<file path="config.mk">
export PLATFORM = sky130hd
export DESIGN_NAME = xml_tag_stream_tokenizer
export DESIGN_NICKNAME = d
export VERILOG_FILES = /design/src/rtl/xtt_pkg.sv /design/src/rtl/xml_tag_stream_tokenizer.sv /design/src/rtl/xtt_classify.sv /design/src/rtl/xtt_fifo.sv /design/src/rtl/xtt_parser.sv
export SDC_FILE = /design/constraint.sdc
export NUM_CORES = 1
export LEC_CHECK = 0
export BUFFER_PORTS_ARGS = -buffer_cell sky130_fd_sc_hd__buf_2
export CAP_MARGIN = 20
export CORE_UTILIZATION = 55
export DETAILED_ROUTE_END_ITERATION = 8
export PLACE_DENSITY = 0.7
export SLEW_MARGIN = 10
export SYNTH_ARGS = -nofsm -noshare
export SYNTH_HDL_FRONTEND = slang
export SYNTH_SLANG_ARGS = --single-unit
</file>
<file path="constraint.sdc">
create_clock -name clk -period 4.6 [get_ports clk]
set_input_delay 0.46 -clock clk [delete_from_list [all_inputs] [get_ports clk]]
set_output_delay 0.46 -clock clk [all_outputs]
set_load 0.05 [all_outputs]
</file>
<file path="src/rtl/xtt_pkg.sv">
package xtt_pkg;

	localparam int EntityLimit = 8;
	localparam int EntCntW = $clog2(EntityLimit + 1);

	localparam logic [2:0] EV_TEXT  = 3'd0;
	localparam logic [2:0] EV_OPEN  = 3'd1;
	localparam logic [2:0] EV_ABYTE = 3'd2;
	localparam logic [2:0] EV_AEND  = 3'd3;
	localparam logic [2:0] EV_CLOSE = 3'd4;
	localparam logic [2:0] EV_END   = 3'd5;
	localparam logic [2:0] EV_ERROR = 3'd6;

	localparam logic [3:0] ERR_NONE      = 4'd0;
	localparam logic [3:0] ERR_TAG_NAME  = 4'd1;
	localparam logic [3:0] ERR_END_TAG   = 4'd2;
	localparam logic [3:0] ERR_EMPTY_TAG = 4'd3;
	localparam logic [3:0] ERR_ATTR_CHAR = 4'd4;
	localparam logic [3:0] ERR_UNK_ATTR  = 4'd5;
	localparam logic [3:0] ERR_NO_EQ     = 4'd6;
	localparam logic [3:0] ERR_NO_QUOTE  = 4'd7;
	localparam logic [3:0] ERR_FORBIDDEN = 4'd8;
	localparam logic [3:0] ERR_END_VALUE = 4'd9;
	localparam logic [3:0] ERR_NO_GT     = 4'd10;
	localparam logic [3:0] ERR_ENT_UNTERM = 4'd11;
	localparam logic [3:0] ERR_ENT_UNK   = 4'd12;

	// Byte classes produced by the front part.
	localparam logic [3:0] CL_OTHER = 4'd0;
	localparam logic [3:0] CL_LT    = 4'd1;
	localparam logic [3:0] CL_GT    = 4'd2;
	localparam logic [3:0] CL_SLASH = 4'd3;
	localparam logic [3:0] CL_EQ    = 4'd4;
	localparam logic [3:0] CL_AMP   = 4'd5;
	localparam logic [3:0] CL_SEMI  = 4'd6;
	localparam logic [3:0] CL_QUOTE = 4'd7;
	localparam logic [3:0] CL_APOS  = 4'd8;
	localparam logic [3:0] CL_SPACE = 4'd9;
	localparam logic [3:0] CL_LOWER = 4'd10;
	localparam logic [3:0] CL_EOS   = 4'd11;

	typedef struct packed {
		logic [7:0] data_byte;
		logic       end_of_stream;
	} in_item_t;

	typedef struct packed {
		logic [2:0] event_kind;
		logic [7:0] value_byte;
		logic       tag_name;
		logic       is_closing;
		logic [1:0] attribute_name;
		logic [3:0] error_code;
	} out_item_t;

	// Classified byte between front and back.
	typedef struct packed {
		logic [7:0] data_byte;
		logic [3:0] cls;
		logic       known_attr;
		logic [1:0] attr_idx;
		logic       tag_ok;
		logic       tag_v;
	} tok_t;

endpackage

</file>
<file path="src/rtl/xml_tag_stream_tokenizer.sv">
// A result passes through the classifier register, the token queue and the parser output register.
// Throughput: one byte per cycle, set by the phase update in the parser, while no unpopped result stalls it.
// Entity bytes before ';' and tag markup besides name, value, closing quote and '>' only advance state, barring errors.
// Reset: arst_n clears all control state asynchronously; queue empty, text mode.
// Entity name bytes are written without reset; only bytes written since '&' are read.
module xml_tag_stream_tokenizer import xtt_pkg::*; (
	input  logic      clk,
	input  logic      arst_n,
	input  logic      push,
	output logic      full,
	input  in_item_t  in_item,
	output logic      empty,
	input  logic      pop,
	output out_item_t out_item
);

	// Front: classify each byte into a token and register it.
	logic cls_valid, cls_ready;
	tok_t cls_tok;
	// Back: parser drains the small token queue.
	logic q_valid, q_ready;
	tok_t q_tok;

	xtt_classify u_classify (
		.clk(clk), .arst_n(arst_n), .push(push), .full(full), .in_item(in_item),
		.tok_valid(cls_valid), .tok_ready(cls_ready), .tok(cls_tok)
	);

	// Two-entry queue decouples the classifier from parser stalls.
	xtt_fifo u_fifo (
		.clk(clk), .arst_n(arst_n), .wr_valid(cls_valid), .wr_ready(cls_ready),
		.wr_data(cls_tok), .rd_valid(q_valid), .rd_ready(q_ready), .rd_data(q_tok)
	);

	// Hold the result in the output register until popped; advance otherwise.
	xtt_parser u_parser (
		.clk(clk), .arst_n(arst_n), .tok_valid(q_valid), .tok_ready(q_ready),
		.tok(q_tok), .empty(empty), .pop(pop), .out_item(out_item)
	);

endmodule

</file>
<file path="src/rtl/xtt_classify.sv">
module xtt_classify import xtt_pkg::*; (
	input  logic     clk,
	input  logic     arst_n,
	input  logic     push,
	output logic     full,
	input  in_item_t in_item,
	output logic     tok_valid,
	input  logic     tok_ready,
	output tok_t     tok
);

	tok_t cls_c;
	logic valid_s1;
	tok_t tok_s1;

	always_comb begin
		cls_c = '0;
		cls_c.data_byte = in_item.data_byte;
		if (in_item.end_of_stream) cls_c.cls = CL_EOS;
		else begin
			unique case (in_item.data_byte)
				8'h3c: cls_c.cls = CL_LT;
				8'h3e: cls_c.cls = CL_GT;
				8'h2f: cls_c.cls = CL_SLASH;
				8'h3d: cls_c.cls = CL_EQ;
				8'h26: cls_c.cls = CL_AMP;
				8'h3b: cls_c.cls = CL_SEMI;
				8'h22: cls_c.cls = CL_QUOTE;
				8'h27: cls_c.cls = CL_APOS;
				8'h20: cls_c.cls = CL_SPACE;
				default: cls_c.cls = (in_item.data_byte >= 8'h61 && in_item.data_byte <= 8'h7a)
					? CL_LOWER : CL_OTHER;
			endcase
		end
		unique case (in_item.data_byte)
			8'h66: begin cls_c.known_attr = 1'b1; cls_c.attr_idx = 2'd0; end
			8'h76: begin cls_c.known_attr = 1'b1; cls_c.attr_idx = 2'd1; end
			8'h6d: begin cls_c.known_attr = 1'b1; cls_c.attr_idx = 2'd2; end
			8'h6e: begin cls_c.known_attr = 1'b1; cls_c.attr_idx = 2'd3; end
			default: ;
		endcase
		cls_c.tag_ok = (in_item.data_byte == 8'h72) || (in_item.data_byte == 8'h76);
		cls_c.tag_v  = (in_item.data_byte == 8'h76);
	end

	// Single register stage; advance when it is empty or the queue can take it.
	assign full = valid_s1 && !tok_ready;
	assign tok_valid = valid_s1;
	assign tok = tok_s1;

	always_ff @(posedge clk or negedge arst_n) begin
		if (!arst_n) valid_s1 <= 1'b0;
		else if (!full) valid_s1 <= push;
	end

	always_ff @(posedge clk) begin
		if (!full && push) tok_s1 <= cls_c;
	end

endmodule

</file>
<file path="src/rtl/xtt_fifo.sv">
module xtt_fifo import xtt_pkg::*; (
	input  logic clk,
	input  logic arst_n,
	input  logic wr_valid,
	output logic wr_ready,
	input  tok_t wr_data,
	output logic rd_valid,
	input  logic rd_ready,
	output tok_t rd_data
);

	tok_t mem_q [2];
	logic wp_q, rp_q;
	logic [1:0] cnt_q;
	logic wr, rd;

	assign wr_ready = cnt_q != 2'd2;
	assign rd_valid = cnt_q != 2'd0;
	assign rd_data = mem_q[rp_q];
	assign wr = wr_valid && wr_ready;
	assign rd = rd_valid && rd_ready;

	always_ff @(posedge clk or negedge arst_n) begin
		if (!arst_n) begin
			wp_q <= 1'b0;
			rp_q <= 1'b0;
			cnt_q <= 2'd0;
		end else begin
			if (wr) wp_q <= ~wp_q;
			if (rd) rp_q <= ~rp_q;
			cnt_q <= cnt_q + {1'b0, wr} - {1'b0, rd};
		end
	end

	always_ff @(posedge clk) begin
		if (wr) mem_q[wp_q] <= wr_data;
	end

endmodule

</file>
<file path="src/rtl/xtt_parser.sv">
module xtt_parser import xtt_pkg::*; (
	input  logic      clk,
	input  logic      arst_n,
	input  logic      tok_valid,
	output logic      tok_ready,
	input  tok_t      tok,
	output logic      empty,
	input  logic      pop,
	output out_item_t out_item
);

	localparam logic [3:0] PH_TEXT = 4'd0;
	localparam logic [3:0] PH_LT = 4'd1;
	localparam logic [3:0] PH_SLASH = 4'd2;
	localparam logic [3:0] PH_AFTER_NAME = 4'd3;
	localparam logic [3:0] PH_ATTRS = 4'd4;
	localparam logic [3:0] PH_EQ = 4'd5;
	localparam logic [3:0] PH_QUOTE = 4'd6;
	localparam logic [3:0] PH_VALUE = 4'd7;
	localparam logic [3:0] PH_DONE = 4'd8;
	localparam logic [3:0] PH_EQ_UNK = 4'd9;
	localparam logic [3:0] PH_QUOTE_UNK = 4'd10;
	localparam logic [3:0] PH_VALUE_UNK = 4'd11;

	logic [3:0] phase_q, phase_d;
	logic closing_q, closing_d, tag_q, tag_d;
	logic [1:0] attr_q, attr_d;
	logic in_ent_q, in_ent_d;
	logic [EntCntW-1:0] ent_cnt_q, ent_cnt_d;
	logic [7:0] ent_q [4];
	logic [1:0] pend_q, pend_d;
	logic err_q, err_d;
	logic [3:0] code_q, code_d;

	logic out_valid_q;
	out_item_t out_q;

	logic emit;
	logic [2:0] kind;
	logic [7:0] vbyte;
	logic take;
	logic ent_wr;
	logic [7:0] dec;
	logic dec_ok;
	logic [1:0] efeed; // 0 collect, 1 decoded, 2 unterminated, 3 unknown
	logic forbidden, eos;

	// Output register frees when popped.
	assign tok_ready = !out_valid_q || pop;
	assign take = tok_valid && tok_ready;
	assign empty = !out_valid_q;
	assign out_item = out_q;
	assign eos = tok.cls == CL_EOS;
	assign forbidden = tok.cls == CL_LT || tok.cls == CL_GT || tok.cls == CL_APOS;

	always_comb begin
		dec_ok = 1'b1;
		dec = 8'h00;
		if (ent_cnt_q == EntCntW'(3) && ent_q[0] == 8'h61 && ent_q[1] == 8'h6d
			&& ent_q[2] == 8'h70) dec = 8'h26;
		else if (ent_cnt_q == EntCntW'(2) && ent_q[0] == 8'h6c && ent_q[1] == 8'h74)
			dec = 8'h3c;
		else if (ent_cnt_q == EntCntW'(2) && ent_q[0] == 8'h67 && ent_q[1] == 8'h74)
			dec = 8'h3e;
		else if (ent_cnt_q == EntCntW'(4) && ent_q[0] == 8'h71 && ent_q[1] == 8'h75
			&& ent_q[2] == 8'h6f && ent_q[3] == 8'h74) dec = 8'h22;
		else if (ent_cnt_q == EntCntW'(4) && ent_q[0] == 8'h61 && ent_q[1] == 8'h70
			&& ent_q[2] == 8'h6f && ent_q[3] == 8'h73) dec = 8'h27;
		else dec_ok = 1'b0;
		if (tok.cls == CL_SEMI) efeed = dec_ok ? 2'd1 : 2'd3;
		else if (ent_cnt_q + 1'b1 >= EntCntW'(EntityLimit)) efeed = 2'd2;
		else efeed = 2'd0;
	end

	always_comb begin
		phase_d = phase_q;
		closing_d = closing_q;
		tag_d = tag_q;
		attr_d = attr_q;
		in_ent_d = in_ent_q;
		ent_cnt_d = ent_cnt_q;
		pend_d = pend_q;
		err_d = err_q;
		code_d = code_q;
		emit = 1'b0;
		kind = EV_TEXT;
		vbyte = 8'h00;
		ent_wr = 1'b0;
		if (err_q) begin
			emit = 1'b1; kind = EV_ERROR;
		end else if (phase_q == PH_DONE) begin
			emit = 1'b1; kind = EV_END;
		end else begin
			unique case (phase_q)
				PH_TEXT: begin
					if (eos || tok.cls == CL_LT) begin
						if (in_ent_q) begin err_d = 1'b1; code_d = ERR_ENT_UNTERM; end
						else if (eos) begin phase_d = PH_DONE; emit = 1'b1; kind = EV_END; end
						else begin closing_d = 1'b0; phase_d = PH_LT; end
					end else if (in_ent_q) begin
						if (tok.cls != CL_SEMI) begin
							ent_wr = 1'b1;
							ent_cnt_d = ent_cnt_q + 1'b1;
						end
						unique case (efeed)
							2'd0: ;
							2'd1: begin in_ent_d = 1'b0; emit = 1'b1; vbyte = dec; end
							2'd2: begin in_ent_d = 1'b0; err_d = 1'b1; code_d = ERR_ENT_UNTERM; end
							default: begin in_ent_d = 1'b0; err_d = 1'b1; code_d = ERR_ENT_UNK; end
						endcase
					end else if (tok.cls == CL_AMP) begin
						in_ent_d = 1'b1; ent_cnt_d = '0;
					end else begin
						emit = 1'b1; vbyte = tok.data_byte;
					end
				end
				PH_LT, PH_SLASH: begin
					if (eos) begin err_d = 1'b1; code_d = ERR_TAG_NAME; end
					else if (phase_q == PH_LT && tok.cls == CL_SLASH) begin
						closing_d = 1'b1; phase_d = PH_SLASH;
					end else if (!tok.tag_ok) begin err_d = 1'b1; code_d = ERR_TAG_NAME; end
					else begin
						tag_d = tok.tag_v; phase_d = PH_AFTER_NAME;
						emit = 1'b1; kind = EV_OPEN;
					end
				end
				PH_AFTER_NAME: begin
					if (tok.cls == CL_SPACE) phase_d = PH_ATTRS;
					else if (tok.cls == CL_GT) begin
						phase_d = PH_TEXT; emit = 1'b1; kind = EV_CLOSE;
					end else begin err_d = 1'b1; code_d = ERR_NO_GT; end
				end
				PH_ATTRS: begin
					if (eos) begin err_d = 1'b1; code_d = ERR_END_TAG; end
					else if (tok.cls == CL_SPACE) ;
					else if (tok.cls == CL_GT) begin
						phase_d = PH_TEXT; emit = 1'b1; kind = EV_CLOSE;
					end else if (tok.cls == CL_SLASH) begin err_d = 1'b1; code_d = ERR_EMPTY_TAG; end
					else if (tok.cls != CL_LOWER) begin err_d = 1'b1; code_d = ERR_ATTR_CHAR; end
					else if (tok.known_attr) begin attr_d = tok.attr_idx; phase_d = PH_EQ; end
					else phase_d = PH_EQ_UNK;
				end
				PH_EQ, PH_EQ_UNK: begin
					if (tok.cls != CL_EQ) begin err_d = 1'b1; code_d = ERR_NO_EQ; end
					else phase_d = (phase_q == PH_EQ) ? PH_QUOTE : PH_QUOTE_UNK;
				end
				PH_QUOTE, PH_QUOTE_UNK: begin
					if (tok.cls != CL_QUOTE) begin err_d = 1'b1; code_d = ERR_NO_QUOTE; end
					else begin
						phase_d = (phase_q == PH_QUOTE) ? PH_VALUE : PH_VALUE_UNK;
						in_ent_d = 1'b0; ent_cnt_d = '0; pend_d = 2'd0;
					end
				end
				PH_VALUE_UNK: begin
					err_d = 1'b1;
					code_d = eos ? ERR_END_VALUE : (forbidden ? ERR_FORBIDDEN : ERR_UNK_ATTR);
				end
				PH_VALUE: begin
					if (eos) begin err_d = 1'b1; code_d = ERR_END_VALUE; end
					else if (forbidden) begin err_d = 1'b1; code_d = ERR_FORBIDDEN; end
					else if (tok.cls == CL_QUOTE) begin
						if (pend_q == 2'd2) begin err_d = 1'b1; code_d = ERR_ENT_UNK; end
						else if (pend_q == 2'd1 || in_ent_q) begin
							err_d = 1'b1; code_d = ERR_ENT_UNTERM;
						end else begin phase_d = PH_ATTRS; emit = 1'b1; kind = EV_AEND; end
					end else if (pend_q != 2'd0) ;
					else if (in_ent_q) begin
						if (tok.cls != CL_SEMI) begin
							ent_wr = 1'b1;
							ent_cnt_d = ent_cnt_q + 1'b1;
						end
						unique case (efeed)
							2'd0: ;
							2'd1: begin in_ent_d = 1'b0; emit = 1'b1; kind = EV_ABYTE; vbyte = dec; end
							2'd2: begin in_ent_d = 1'b0; pend_d = 2'd1; end
							default: begin in_ent_d = 1'b0; pend_d = 2'd2; end
						endcase
					end else if (tok.cls == CL_AMP) begin
						in_ent_d = 1'b1; ent_cnt_d = '0;
					end else begin
						emit = 1'b1; kind = EV_ABYTE; vbyte = tok.data_byte;
					end
				end
				default: begin phase_d = PH_DONE; emit = 1'b1; kind = EV_END; end
			endcase
			if (err_d) begin emit = 1'b1; kind = EV_ERROR; end
		end
	end

	always_ff @(posedge clk or negedge arst_n) begin
		if (!arst_n) begin
			phase_q <= PH_TEXT;
			closing_q <= 1'b0;
			tag_q <= 1'b0;
			attr_q <= 2'd0;
			in_ent_q <= 1'b0;
			ent_cnt_q <= '0;
			pend_q <= 2'd0;
			err_q <= 1'b0;
			code_q <= ERR_NONE;
			out_valid_q <= 1'b0;
		end else begin
			out_valid_q <= (take && emit) || (out_valid_q && !pop);
			if (take) begin
				phase_q <= phase_d;
				closing_q <= closing_d;
				tag_q <= tag_d;
				attr_q <= attr_d;
				in_ent_q <= in_ent_d;
				ent_cnt_q <= ent_cnt_d;
				pend_q <= pend_d;
				err_q <= err_d;
				code_q <= code_d;
			end
		end
	end

	always_ff @(posedge clk) begin
		if (take && ent_wr && ent_cnt_q < EntCntW'(4)) ent_q[ent_cnt_q[1:0]] <= tok.data_byte;
		if (take && emit) begin
			out_q.event_kind <= kind;
			out_q.value_byte <= (kind == EV_TEXT || kind == EV_ABYTE) ? vbyte : 8'h00;
			out_q.tag_name <= (kind >= EV_OPEN && kind <= EV_CLOSE) ? tag_d : 1'b0;
			out_q.is_closing <= (kind >= EV_OPEN && kind <= EV_CLOSE) ? closing_d : 1'b0;
			out_q.attribute_name <= (kind == EV_ABYTE || kind == EV_AEND) ? attr_d : 2'd0;
			out_q.error_code <= (kind == EV_ERROR) ? code_d : ERR_NONE;
		end
	end

endmodule

</file>
Word-level counts from Yosys, hierarchy flattened
Memory sizes are Yosys's and may differ from the RTL's.
Index checks and enable logic that the tools add are counted.
- register bits after elaboration: 62
- latch bits: 0
- memory bits (writable): 66
- ROM bits: 0
- input port bits: 13
- output and inout port bits: 21
- logic and storage cells: 390
- memories: 2
- add/sub/neg operators: 3
- multipliers: 0
- div/mod/pow operators: 0
- magnitude comparators: 6
- equality and inequality tests: 82
- shift-type cells: 0
- multiplexer cells: 210
- bitwise gates (word level): 6
- reductions and logical operators: 55
- memories (name ; words ; bits a word ; read ports ; clocked after Yosys merged registers in ; write ports ; line ; text):
    u_fifo.mem_q ; 2 ; 17 ; 1 ; 0 ; 1 ; xtt_fifo.sv:12 ; tok_t mem_q [2];
    u_parser.ent_q ; 4 ; 8 ; 4 ; 0 ; 1 ; xtt_parser.sv:30 ; logic [7:0] ent_q [4];
- operator list (cell ; count):
    $mux 4 ; 57
    $eq 8x7->1 const B ; 17
    $mux 8 ; 12
    $mux 1 ; 87
    $eq 8x6->1 const B ; 9
    $pmux 4 s8 ; 2
    $mux 3 ; 17
    $mux 2 ; 21
    $pmux 4 s9 ; 1
    $eq 4x3->1 const B ; 8
    $ne 2x2->1 const B ; 15
    $eq 4x4->1 const B ; 7
    $logic_and 1x1->1 ; 26
    $eq 4x2->1 const B ; 6
    $reduce_and 20->1 ; 1
    $pmux 3 s6 ; 1
    $pmux 8 s2 ; 1
    $ne 4x3->1 const B ; 3
    $pmux 3 s4 ; 1
    $pmux 4 s3 ; 1
    $reduce_and 11->1 ; 1
    $reduce_and 10->1 ; 1
    $logic_or 1x1->1 ; 9
    $eq 4x1->1 const B ; 2
    35 further kinds ; 56

Depth between registers and ports, before layout
Gate-level depths: netlist of the first run.
An unclocked memory read counts as a cell.
- depth in word-level cells: 28
- mapped depth: 12
- mapped depth without buffers: 10

Hierarchy
A second synthesis of the first run with hierarchy kept.
- cells, all modules: 633
- area total of the unflattened synthesis: 7108.1 um^2
- modules (own cells, without submodules) (module ; instances ; cells each ; area each (um^2) ; sequential area each (um^2)):
    xtt_parser ; 1 ; 490 ; 4770.8 ; 2057.0
    xtt_fifo ; 1 ; 70 ; 1433.9 ; 1121.1
    xtt_classify ; 1 ; 73 ; 903.4 ; 535.5

Worst setup path before layout of the first run
Ideal clock, no wire load.
- path kind: reg-to-reg
- start point: register u_parser.ent_cnt_q[3]
- end point: register u_parser.out_q (netlist bit u_parser.out_item[0]), enable pin
- library setup time: 0.395 ns
- arrival time: 2.821 ns
- data required time: 4.205 ns
- slack: 1.384 ns
- cell stages (with the launch flop): 9
- path buffers: 0
- clock period less this slack: 3.216 ns
- path through: dfrtp_1 > or4b_4 > nor4_2 > nand2_1 > o211ai_1 > a31oi_1 > o211ai_1 > nor2_1 > nor2_1
- word-level cells in the longest chain between the ends: 24
- elaborated cells between the ends (all ways): 49
- classes of those cells: 1 x add/sub; 1 x order compare; 4 x eq/ne; 25 x mux; 18 x reduce/logical
- RTL lines (element ; line ; text):
    start, declared ; xtt_parser.sv:29 ; logic [EntCntW-1:0] ent_cnt_q, ent_cnt_d;
    start signal, assigned ; xtt_parser.sv:210 ; ent_cnt_q <= ent_cnt_d;
    $eq 4x3->1 ; xtt_parser.sv:65, xtt_parser.sv:67 ;
    $logic_and 1x1->1 (2 in a row) ; xtt_parser.sv:67 ; else if (ent_cnt_q == EntCntW'(4) && ent_q[0] == 8'h61 && ent_q[1] == 8'h70
    $logic_and 1x1->1 (2 in a row) ; xtt_parser.sv:68 ; && ent_q[2] == 8'h6f && ent_q[3] == 8'h73) dec = 8'h27;
    $mux 1 ; xtt_parser.sv:67 ;
    $mux 1 ; xtt_parser.sv:65 ; else if (ent_cnt_q == EntCntW'(4) && ent_q[0] == 8'h71 && ent_q[1] == 8'h75
    $mux 1 ; xtt_parser.sv:63 ; else if (ent_cnt_q == EntCntW'(2) && ent_q[0] == 8'h67 && ent_q[1] == 8'h74)
    $mux 1 ; xtt_parser.sv:61 ; else if (ent_cnt_q == EntCntW'(2) && ent_q[0] == 8'h6c && ent_q[1] == 8'h74)
    $mux 1 ; xtt_parser.sv:59 ; if (ent_cnt_q == EntCntW'(3) && ent_q[0] == 8'h61 && ent_q[1] == 8'h6d
    [... 6 more ...] ; n/a ;
    $mux 1 (on tied branches) ; xtt_parser.sv:96, xtt_parser.sv:161 ;
    $pmux 1 s8 or $mux 1 (tied branches) ; xtt_parser.sv:94, xtt_parser.sv:160 ;
    $mux 1 (on tied branches) ; xtt_parser.sv:91, xtt_parser.sv:159 ;
    $mux 1 or $pmux 1 s6 (tied branches) ; xtt_parser.sv:89, xtt_parser.sv:94 ;
    $mux 1 (*) ; xtt_parser.sv:186 ; if (err_d) begin emit = 1'b1; kind = EV_ERROR; end
    $mux 1 (*) ; xtt_parser.sv:91 ; end else if (phase_q == PH_DONE) begin
    $mux 1 (*) ; xtt_parser.sv:89 ; if (err_q) begin
    $logic_and 1x1->1 (*) ; xtt_parser.sv:220 ; if (take && emit) begin
    end, declared ; xtt_parser.sv:36 ; out_item_t out_q;
Every way passes the cells marked *; elsewhere a longest branch is shown, timed or not. The select of a mux whose other input is x is not followed.
A chain may end at the register's enable or synchronous reset.

Worst setup path after layout of the first run
- start point: register u_fifo.rp_q
- end point: register u_parser.out_q (netlist bit u_parser.out_item[14]), enable pin
- word-level cells in the longest chain between the ends: 15
- elaborated cells between the ends (all ways): 63
- classes of those cells: 13 x eq/ne; 42 x mux; 7 x reduce/logical; 1 x memory
- RTL lines (element ; line ; text):
    start, declared ; xtt_fifo.sv:13 ; logic wp_q, rp_q;
    start signal, assigned ; xtt_fifo.sv:30 ; if (rd) rp_q <= ~rp_q;
    $mem_v2 2x17 (*) ; n/a ;
    $eq 4x3->1 ; xtt_parser.sv:70 ; if (tok.cls == CL_SEMI) efeed = dec_ok ? 2'd1 : 2'd3;
    $mux 2 ; xtt_parser.sv:70 ;
    $eq 2x1->1 or $logic_not 2->1 (tied branches) ; xtt_parser.sv:105, xtt_parser.sv:172 ;
    $reduce_or 2->1 (no source line) or $mux 1 (tied branches) ; n/a ;
    $mux 1 (on tied branches) ; xtt_parser.sv:105, xtt_parser.sv:167 ;
    $mux 1 (on tied branches) ; xtt_parser.sv:100, xtt_parser.sv:166 ;
    $mux 1 (on tied branches) ; xtt_parser.sv:96, xtt_parser.sv:161 ;
    $pmux 1 s8 or $mux 1 (tied branches) ; xtt_parser.sv:94, xtt_parser.sv:160 ;
    $mux 1 (on tied branches) ; xtt_parser.sv:91, xtt_parser.sv:159 ;
    $mux 1 or $pmux 1 s6 (tied branches) ; xtt_parser.sv:89, xtt_parser.sv:94 ;
    $mux 1 (*) ; xtt_parser.sv:186 ;
    $mux 1 (*) ; xtt_parser.sv:91 ;
    $mux 1 (*) ; xtt_parser.sv:89 ;
    $logic_and 1x1->1 (*) ; xtt_parser.sv:220 ;
Marked as above.

==> qor.yml, run 1 <==
ys_types: 87
cp_data_required_time_ns: 4.75
core_area_sq_um: 12010
diodes: 0
finClkSkew_ns: 0.01610
maxCapViolations: 0
power_frac_seq_pct: 37.6
max_freq_mhz: 277.1
rows: 40
postPlaceCellArea_sq_um: 7041
ff_latch_area_sq_um: 3714
fin_crit_ns: 3.609
grt_pass1_vias: 4877
setup_viol: 0
r2r_cells: 10
synthSimpleGateAreaFrac_pct: 21.26
clkPwrFrac_pct: 27.0
grt_first_pass_wirelength_microns: 26200
reg2reg_from: "u_fifo.rp_q"
tns_ns: 0
dieArea_sq_um: 12770
multi_input_area_sq_um: 2880
first_pass_iters: 5
syn-num-nets: 629
cp-start-kind: "flip-flop"
vias: 5107
cts_hold_buffers: 0
ys_async_sr_fraction_pct: 20.31
hp-class: "input port to async pin"
n_fill_cell: 907
start_util_pct: 56.44
worst_slew_pin_slew_ns: 0.8115
drcViolationCount: 0
rrSetupSlack_ns: 0.99
yosysWarningCount: 0
globalplace.congestion: 0.9526
p_leak_nw: 2.801
drv_slew: 0
power_density_nw_per_um2: 655.0
cts_setup_buffers: 0
grt_start_max_net_pins: 29
final_cell_area_sq_um: 7656
ys_seq_elements: 128
power_frac_comb_pct: 35.4
switchingPower_mw: 1.978
ys_seq_area_share_pct: 54.78
ant_nets: 0
cp_slowest_cell: "dfrtp_1"
routedWlPerCell_microns: 20.74
gr-usage-all-layers_pct: 27.58
p_sw_share_pct: 39.44
ios: 34
whs_ns: 0.07682
die_width_microns: 113.0
numCtsBuffers: 17
synth_ff_type: "edfxtp_1"
path_clk_slew_ns: 0.06
hold_viol: 0
numPortBuffers: 33
final_cells: 801
cts_tree: "built"
synth_xor_area_share_pct: 1.809
slowest_delay_ns: 0.83
crit_chain: "buf_4 -> mux2i_2 -> o211ai_1 -> nand4_1 -> nand4_1 -> nor3_4 -> nand3_2 -> nor2_1 -> nor2_1 -> buf_4"
viasPerCell: 6.376
crit_path_end_kind: "flip-flop"
nets: 660
syn2layout_area_growth_pct: 12.94
report.power.total_mw: 5.015
clkSinkCount: 128
r2r_end: "u_parser.out_item[14]"
cts-root-buf: "clkbuf_16"
cts-resized-gates: 0
syn_area_sq_um: 6779
dp_hpwl_microns: 12350
synthCells: 610
die_height_microns: 113.0
dpl.cell_count: 769
critPathArrivalTime_ns: 3.76
outcome: "finished, final reports clean"
clockBufferDepth: 2
slew_headroom_pct: 45.90
rsz0062_at_grt: "false"
vdd_drop_max_v: 0.0003579
antenna_found_initial: 0
synth_edf_count: 102
critPathMaxFanout: 20
synth_top_family_by_area: "simple AND/OR/NAND/NOR gates"
drive_gt1_share_pct: 16.67
syn_avg_cell_area_sq_um: 11.11
insertion_delay_ns: 0.42
finalCritPeriodShare_pct: 78.47
path_class: "flip-flop to flip-flop"
totalWireLength_microns: 16610
synth_fa_ha_area_share_pct: 1.421
h-tree-depth: 4
drtIter0Drc: 443
synth_compound_area_share_pct: 14.05
grt-ovfl-total: 0
p_int_mw: 3.037
synth.area.mux_share_pct: 3.950
## power groups by stage
stage          logic, mW  clock network (mW)  registers [mW]
4_1_cts             1.76                1.37            1.88
3_3_place_gp        1.75                   0            1.89
5_1_grt             1.93                1.42            1.93
6_report            1.78                1.36            1.88
2_1_floorplan       1.18                   0            1.97
3_5_place_dp        1.75                   0            1.90
## placed cells by master (no fill, tap or decap), types with 6 or more instances in the layout
cell / Yosys / routed
and2_1: 9 / 9
buf_2: 3 / 33
nor3_1: 15 / 15
edfxtp_1: 102 / 102
or2_2: 6 / 6
nor3b_1: 6 / 6
mux2_2: 15 / 15
nor2b_1: 10 / 10
ha_1: 6 / 6
nand2b_1: 18 / 18
nor4b_1: 6 / 6
nand4_1: 8 / 8
and3_1: 9 / 9
dfrtp_1: 26 / 26
o211ai_1: 14 / 14
mux2i_1: 7 / 7
a21o_1: 7 / 7
a21oi_1: 24 / 24
nor2_1: 58 / 58
a31oi_1: 6 / 6
nand4b_1: 6 / 6
nand3b_1: 9 / 9
nand3_1: 17 / 17
o21ai_0: 32 / 32
nand2_1: 46 / 46
xnor2_1: 11 / 11
clkbuf_16: 0 / 19
inv_1: 16 / 16
## metrics by stage
step	setup WS, ns	utilization, %
floorplan	1.384	-
global placement	1.141	58.61
detailed placement	1.011	58.61
CTS	1.020	63.74
global route	0.5874	63.74
finish	0.9906	63.74
## sequential cells by signal, indices dropped and copies added (netlist names), 2 cells and up
name and flops:
u_parser.code_q 4, u_parser.attr_q 2, u_parser.ent_cnt_q 4, u_parser.out_item 19, u_parser.ent_q 32, u_parser.phase_q 4
u_fifo.mem_q 34, u_classify.tok 17, u_parser.pend_q 2, u_fifo.cnt_q 2
## layer usage
metal,global-route usage [%],wire length [microns],up-vias
met5,0,0,-
met4,11.58,347,0
met3,5.196,886,33
met2,42.45,7609,191
met1,38.65,7769,2486
li1,-,-,2397
## cells by family (layout without fill, tap and decap cells)
group                    Yosys count  after routing
AND/OR/NAND/NOR                  256            256
AO/OA/AOI/OAI                    138            138
flip-flops                       128            128
buffers and inverters             42             86
multiplexers                      24             24
XOR/XNOR                          14             14
adder cells (fa/ha/maj)            8              8
## worst max-delay path: cells and delay by family (launching register included)
family / cells / cell delay [ns]
AOI/OAI and AO/OA: 1 / 0.34
buffers and inverters: 2 / 0.56
DFF: 1 / 0.83
muxes: 1 / 0.37
and+or+nand+nor: 6 / 1.23
## final cells by class
cell class / instances / share of cell area (%)
inverters: 16 / 0.7844
multi-input cells: 440 / 37.62
repair buffers: 38 / 2.647
clock inverters: 11 / 1.471
flip-flops and latches: 128 / 48.50
clock buffers: 21 / 6.570
well taps: 147 / 2.402
## cells in the mapped netlist, types with 3 or more instances
library cell / n / area share, %
a21oi_2: 3 / 0.39
o31ai_1: 3 / 0.33
a211o_1: 4 / 0.52
edfxtp_1: 102 / 45
xor2_1: 3 / 0.39
inv_1: 16 / 0.89
nor3b_1: 6 / 0.66
or2_2: 6 / 0.55
buf_6: 3 / 0.50
nand4_1: 8 / 0.74
a32oi_1: 3 / 0.39
a31oi_1: 6 / 0.55
nor3_1: 15 / 1.1
and2_1: 9 / 0.83
o32ai_1: 3 / 0.39
dfrtp_1: 26 / 9.6
mux2i_1: 7 / 1.0
a211oi_1: 3 / 0.33
ha_1: 6 / 1.1
nor4_1: 5 / 0.46
nand4b_1: 6 / 0.78
nand2b_1: 18 / 1.7
a21oi_1: 24 / 1.8
or3b_1: 3 / 0.39
xnor2_1: 11 / 1.4
o21ai_0: 32 / 2.4
o211ai_1: 14 / 1.6
or4b_1: 5 / 0.74
nor4b_1: 6 / 0.78
nand3b_1: 9 / 1.0
nand2_1: 46 / 2.5
a21o_1: 7 / 0.78
nor2_1: 58 / 3.2
clkbuf_1: 18 / 1.0
mux2_2: 15 / 2.5
and3_1: 9 / 0.83
nand3_1: 17 / 1.3
or4_1: 3 / 0.33
nor2b_1: 10 / 0.92
buf_2: 3 / 0.22
## worst max path at each step
stage | to | cells past startpoint | slack, ns | start
floorplan | u_parser.out_item[0] | 8 | 1.38 | u_parser.ent_cnt_q[3]
finish | u_parser.out_item[14] | 10 | 0.99 | u_fifo.rp_q
global placement | u_parser.out_item[10] | 10 | 1.14 | u_fifo.rp_q
CTS | u_parser.out_item[8] | 10 | 1.02 | u_fifo.rp_q
global route | u_parser.out_item[18] | 10 | 0.59 | u_fifo.rp_q
detailed placement | u_parser.out_item[13] | 10 | 1.01 | u_fifo.rp_q
No activity file was read; power rests on OpenSTA's default activity.
==> run 2: changes to the inputs <==
Settings changed: PLACE_DENSITY 0.7 to 0.73.
Clock period 4.6 ns to 3.05 ns, I/O delays scaled along.
==> run 2 against run 1 <==
  * Sequential share of layout area shrank 3.6 points
  * Setup slack lost 0.85 ns
  * Sequential power grew 44%
  * Utilization grew 5.2 points
  * Power grew 61%
  * Sequential cell count is the same
  * Die area is the same
  * Critical path depth grew 1
  * Cell area grew 8.2%
  * Hold slack gained 0.010 ns
  * Final cell count grew 10%
  * Wire length grew 6.6%
  * Critical path type unchanged
  * Highest routed layer unchanged
==> qor.yml, run 2 (synthesized netlist as in run 1, its figures left out) <==
numCtsBuffers: 17
die_width_microns: 113.0
grt-ovfl-total: 0
dpl.cell_count: 848
cts_tree: "built"
rsz0062_at_grt: "false"
start_util_pct: 56.44
clockBufferDepth: 2
diodes: 0
numPortBuffers: 33
fin_crit_ns: 2.911
critPathLaunch: "u_parser.ent_cnt_q[0]"
reg2reg_from: "u_parser.ent_cnt_q[0]"
drive_gt1_share_pct: 26.12
slew_headroom_pct: 49.52
crit_chain: "ha_1 -> or4b_1 -> nor4b_2 -> a32oi_1 -> buf_4 -> a21bo_2 -> nand2_2 -> buf_4 -> or3b_1 -> o221ai_1 -> nor2_1"
first_pass_iters: 5
viasPerCell: 6.136
nets: 741
globalplace.congestion: 0.9640
core_area_sq_um: 12010
rrSetupSlack_ns: 0.14
n_fill_cell: 912
final_cell_mix: "102 x edfxtp_1, 81 x buf_4, 57 x nor2_1"
r2r_cells: 11
postPlaceCellArea_sq_um: 7674
outcome: "finished, final reports clean"
max_freq_mhz: 343.5
path_class: "flip-flop to flip-flop"
routedWlPerCell_microns: 20.07
finalCritPeriodShare_pct: 95.44
rows: 40
hp-class: "input port to flip-flop"
grt_first_pass_wirelength_microns: 28000
critPathArrivalTime_ns: 3.07
drcViolationCount: 0
endpoint: "u_parser.out_item[3]"
pre_cts_slack_ns: -0.1141
ant_nets: 0
clkSinkCount: 128
slowest_delay_ns: 0.49
crit_path_end_kind: "flip-flop"
finalWorstSetupSlack_ns: 0.1392
drv_slew: 0
antenna_found_initial: 1
final_cell_area_sq_um: 8282
power_density_nw_per_um2: 975.3
critPathMaxFanout: 3
drtIter0Drc: 521
gr-usage-all-layers_pct: 29.47
die_height_microns: 113.0
hold_viol: 0
final_common_cell: "edfxtp_1"
dieArea_sq_um: 12770
cp-start-kind: "flip-flop"
vdd_drop_max_v: 0.0007302
grt_start_max_net_pins: 27
dp_hpwl_microns: 12980
worst_slew_pin_slew_ns: 0.7572
largest_reg_flops: 34
totalWireLength_microns: 17710
p_leak_nw: 3.166
path_clk_slew_ns: 0.06
h-tree-depth: 4
cp_slowest_cell: "or4b_1"
insertion_delay_ns: 0.43
cts-root-buf: "clkbuf_16"
finClkSkew_ns: 0.01785
setup_viol: 0
r2r_end: "u_parser.out_item[3]"
regMostFlops: "u_fifo.mem_q"
vias: 5412
grt_pass1_vias: 5320
ios: 34
cp_common_cell: "buf_4"
cp_data_required_time_ns: 3.21
final_cells: 882
maxCapViolations: 0
syn2layout_area_growth_pct: 22.17
-- run 2: cell types whose count changed in the layout (fill, tap and decap cells not counted), sizes merged --
cell	previous run	this run
buf	38	118
clkbuf	21	17
clkinv	3	5
dlygate4sd3	0	1
inv	22	21
clkinvlp	1	4
-- run 2: how the worst min path moves through the flow --
stage	cells after the start	end	from
5_1_grt	2	u_classify.tok_valid	push
3_3_place_gp	1	u_parser.tag_q	arst_n
6_report	2	u_classify.tok_valid	push
2_1_floorplan	0	u_classify.tok_valid	arst_n
4_1_cts	2	u_classify.tok_valid	push
3_5_place_dp	1	u_parser.tag_q	arst_n
-- run 2: critical path, delay by kind of cell, from the launching register on --
family                     cells  cell delay [ns]
and+or+nand+nor                5             1.29
AOI/OAI and AO/OA              3             0.48
DFF                            1             0.38
buffers and inverters          2             0.30
adders and majority gates      1             0.19
-- run 2: metal layers --
layer  global-route usage [%]  share of wire (%)  vias to the layer above
li1                         -                  -                     2554
met1                    39.14                 44                     2606
met2                    46.38                 47                      211
met3                    6.909                7.0                       41
met4                    13.07                2.6                        0
met5                        0                  0                        -
-- run 2: cell type report --
cell class	instances	area [sq um]	share of cell area [%]
clock buffers	17	425.4	5.137
clock inverters	15	133.9	1.617
inverters	16	60.06	0.7252
multi-input cells	440	2900	35.02
flip-flops and latches	128	3715	44.86
well taps	147	183.9	2.221
repair buffers	119	863.3	10.42
-- run 2: timing repair --
item	in CTS	in global routing
gates resized for setup	1	4
setup endpoints to repair	19	59
hold endpoints to repair	26	0
hold buffers	1	0
pin swaps	0	1
setup buffers	0	1
-- run 2: report_power, final --
| group | switching (mW) | internal (mW) | leakage (nW) |
|---|---|---|---|
| sequential | 0.265 | 2.44 | 1.27 |
| combinational | 2.12 | 1.35 | 1.63 |
| clock | 0.776 | 1.12 | 0.262 |
| total | 3.17 | 4.91 | 3.17 |
-- run 2: through the flow --
step / total power, mW / util (%) / hold WS, ns / setup TNS (ns)
finish: 8.077 / 68.95 / 0.08704 / 0
global route: 8.472 / 68.95 / 0.07286 / 0
CTS: 8.026 / 68.67 / 0.07109 / 0
detailed placement: 6.088 / 63.89 / 0.3847 / -2.158
global placement: 6.024 / 63.89 / 0.3604 / 0
floorplan: 4.749 / - / 0.009409 / 0
==> run 3: changes to the inputs <==
Settings changed: CELL_PAD_IN_SITES_DETAIL_PLACEMENT set to 1, CELL_PAD_IN_SITES_GLOBAL_PLACEMENT set to 1, CORE_UTILIZATION 55 to 45.
==> run 3 against run 2 <==
  * Sequential power hardly changed
  * Clock power is 4% higher
  * Sequential share of layout area is 1.8 points higher
  * Setup slack worse by 0.067 ns
  * Largest cell class unchanged
  * Sequential cell count stayed put
  * Cell area is 3.9% lower
  * Non-clock buffer count is 50 lower
  * Critical endpoint is now u_parser.out_item[1]
  * Clock skew is 0.0062 ns lower
  * Fmax is 2.3% lower
  * Wire length is 12% higher
==> qor.yml, run 3 (synthesized netlist as in run 1, its figures left out) <==
p_int_mw: 4.709
totalWireLength_microns: 19840
power_frac_comb_pct: 40.5
drv_slew: 0
crit_path_end_kind: "flip-flop"
outcome: "finished, final reports clean"
final_common_cell: "edfxtp_1"
numCtsBuffers: 17
power_density_nw_per_um2: 990.3
rrSetupSlack_ns: 0.07
diodes: 0
setup_viol: 0
ios: 34
hp-class: "input port to flip-flop"
antenna_found_initial: 0
grt_start_max_net_pins: 27
grt.busiest_layer: "met2"
report.power.total_mw: 7.882
cts-root-buf: "clkbuf_16"
dieArea_sq_um: 15560
critPathMaxFanout: 19
power_frac_seq_pct: 34.4
core_area_sq_um: 14590
n_fill_cell: 1555
cp-start-kind: "flip-flop"
crit_buf_inv: 1
path_clk_slew_ns: 0.06
hold_viol: 0
crit_chain: "or4b_4 -> nor4_4 -> nand2_1 -> o211ai_1 -> a31oi_1 -> o211ai_1 -> nor2_1 -> nor2_2 -> buf_12"
die_height_microns: 124.7
grt_first_pass_wirelength_microns: 31290
path_class: "flip-flop to flip-flop"
whs_ns: 0.09165
hp-start: "push"
vdd_drop_max_v: 0.0004998
numPortBuffers: 33
drtIter0Drc: 380
met3_usage_pct: 5.412
clockBufferDepth: 2
p_sw_share_pct: 40.26
finalCritPeriodShare_pct: 97.63
die_width_microns: 124.7
slew_headroom_pct: 45.91
finClkSkew_ns: 0.01169
first_pass_iters: 4
ff_latch_area_sq_um: 3715
r2r_cells: 9
holdPathStages: 2
min_to: "u_classify.tok_valid"
grt_pass1_vias: 5669
fin_crit_ns: 2.978
cp_data_required_time_ns: 3.17
regMostFlops: "u_fifo.mem_q"
globalplace.congestion: 0.9515
met1_usage_pct: 34.97
rsz0062_at_grt: "false"
final_cell_mix: "102 x edfxtp_1, 57 x nor2_1, 46 x nand2_1"
dp_hpwl_microns: 14290
cp_slowest_cell: "or4b_4"
use_met2_pct: 43.35
h-tree-depth: 4
tns_ns: 0
syn2layout_area_growth_pct: 17.40
ant_nets: 0
gr-usage-all-layers_pct: 26.64
r2r_end: "u_parser.out_item[1]"
cp_common_cell: "o211ai_1"
insertion_delay_ns: 0.42
start_util_pct: 46.47
routedWlPerCell_microns: 22.86
max_freq_mhz: 335.8
worst_slew_pin_slew_ns: 0.8114
multi_input_area_sq_um: 2920
largest_reg_flops: 34
reg2reg_from: "u_parser.ent_cnt_q[3]"
clkSinkCount: 128
p_leak_nw: 2.953
vias: 5398
cp_top_family: "simple AND/OR/NAND/NOR gates"
drive_gt1_share_pct: 21.05
maxCapViolations: 0
clkPwrFrac_pct: 25.1
slowest_delay_ns: 0.61
critPathArrivalTime_ns: 3.10
switchingPower_mw: 3.173
cts_tree: "built"
nets: 691
cp.depth: 9
rows: 44
grt-ovfl-total: 0
drcViolationCount: 0
viasPerCell: 6.219
## run 3: cell count changes in the layout (fill, tap and decap cells not counted), moves of 2 or more
cell,delta
buf_4,-48
inv_6,-4
clkinv_4,+3
buf_12,-2
clkbuf_1,+2
clkinv_1,-2
clkinvlp_4,-2
## run 3: worst reg2reg max path: stages, from the launching register on
cell      delay (ns)
dfrtp_1         0.43
or4b_4          0.61
nor4_4          0.37
nand2_1         0.15
o211ai_1        0.30
a31oi_1         0.19
o211ai_1        0.22
nor2_1          0.09
nor2_2          0.14
buf_12          0.18
## run 3: layout make-up
class	instances	share of cell area, %
sequential	128	46.68
clock inverter	12	1.729
clock buffer	19	5.439
timing repair buffer	69	5.817
inverter	16	0.7546
tap	184	2.893
multi-input combinational	440	36.69
## run 3: power by group through the flow
| stage | sequential [mW] | combinational, mW | clock (mW) |
|---|---|---|---|
| floorplan | 2.97 | 1.78 | 0 |
| global placement | 2.70 | 3.03 | 0 |
| detailed placement | 2.74 | 3.11 | 0 |
| CTS | 2.71 | 3.16 | 2.01 |
| global route | 2.76 | 3.43 | 2.07 |
| finish | 2.71 | 3.19 | 1.98 |
## run 3: metrics by stage
step | instance area, sq um | worst slack, ns | instances | util (%)
floorplan | 6782 | 0.1412 | 610 | -
global placement | 7325 | 0.1213 | 834 | 50.21
detailed placement | 7325 | 0.02057 | 834 | 50.21
CTS | 7919 | 0.007205 | 867 | 54.28
global route | 7959 | 0.002447 | 868 | 54.55
finish | 7959 | 0.07214 | 868 | 54.55
## run 3: what timing repair did
action | 4_1_cts | 5_1_grt
hold buffers | 1 | 0
setup endpoints to repair | 20 | 32
setup buffers | 1 | 1
hold endpoints to repair | 26 | 0
pin swaps | 1 | 2
resized for setup | 2 | 7
## run 3: how the worst max path moves through the flow
stage          slack (ns)             startpoint                   end
2_1_floorplan        0.14  u_parser.ent_cnt_q[3]  u_parser.out_item[0]
3_3_place_gp         0.12  u_parser.ent_cnt_q[3]  u_parser.out_item[2]
3_5_place_dp         0.02  u_parser.ent_cnt_q[3]  u_parser.out_item[2]
4_1_cts             0.007  u_parser.ent_cnt_q[0]  u_parser.out_item[1]
5_1_grt             0.002  u_parser.ent_cnt_q[0]  u_parser.out_item[8]
6_report             0.07  u_parser.ent_cnt_q[3]  u_parser.out_item[1]
## run 3: metal layers
metal  routed length, microns  share of wire (%)
met1                     8853                 45
met3                      879                4.4
met4                      497                2.5
met5                        0                  0
met2                     9609                 48
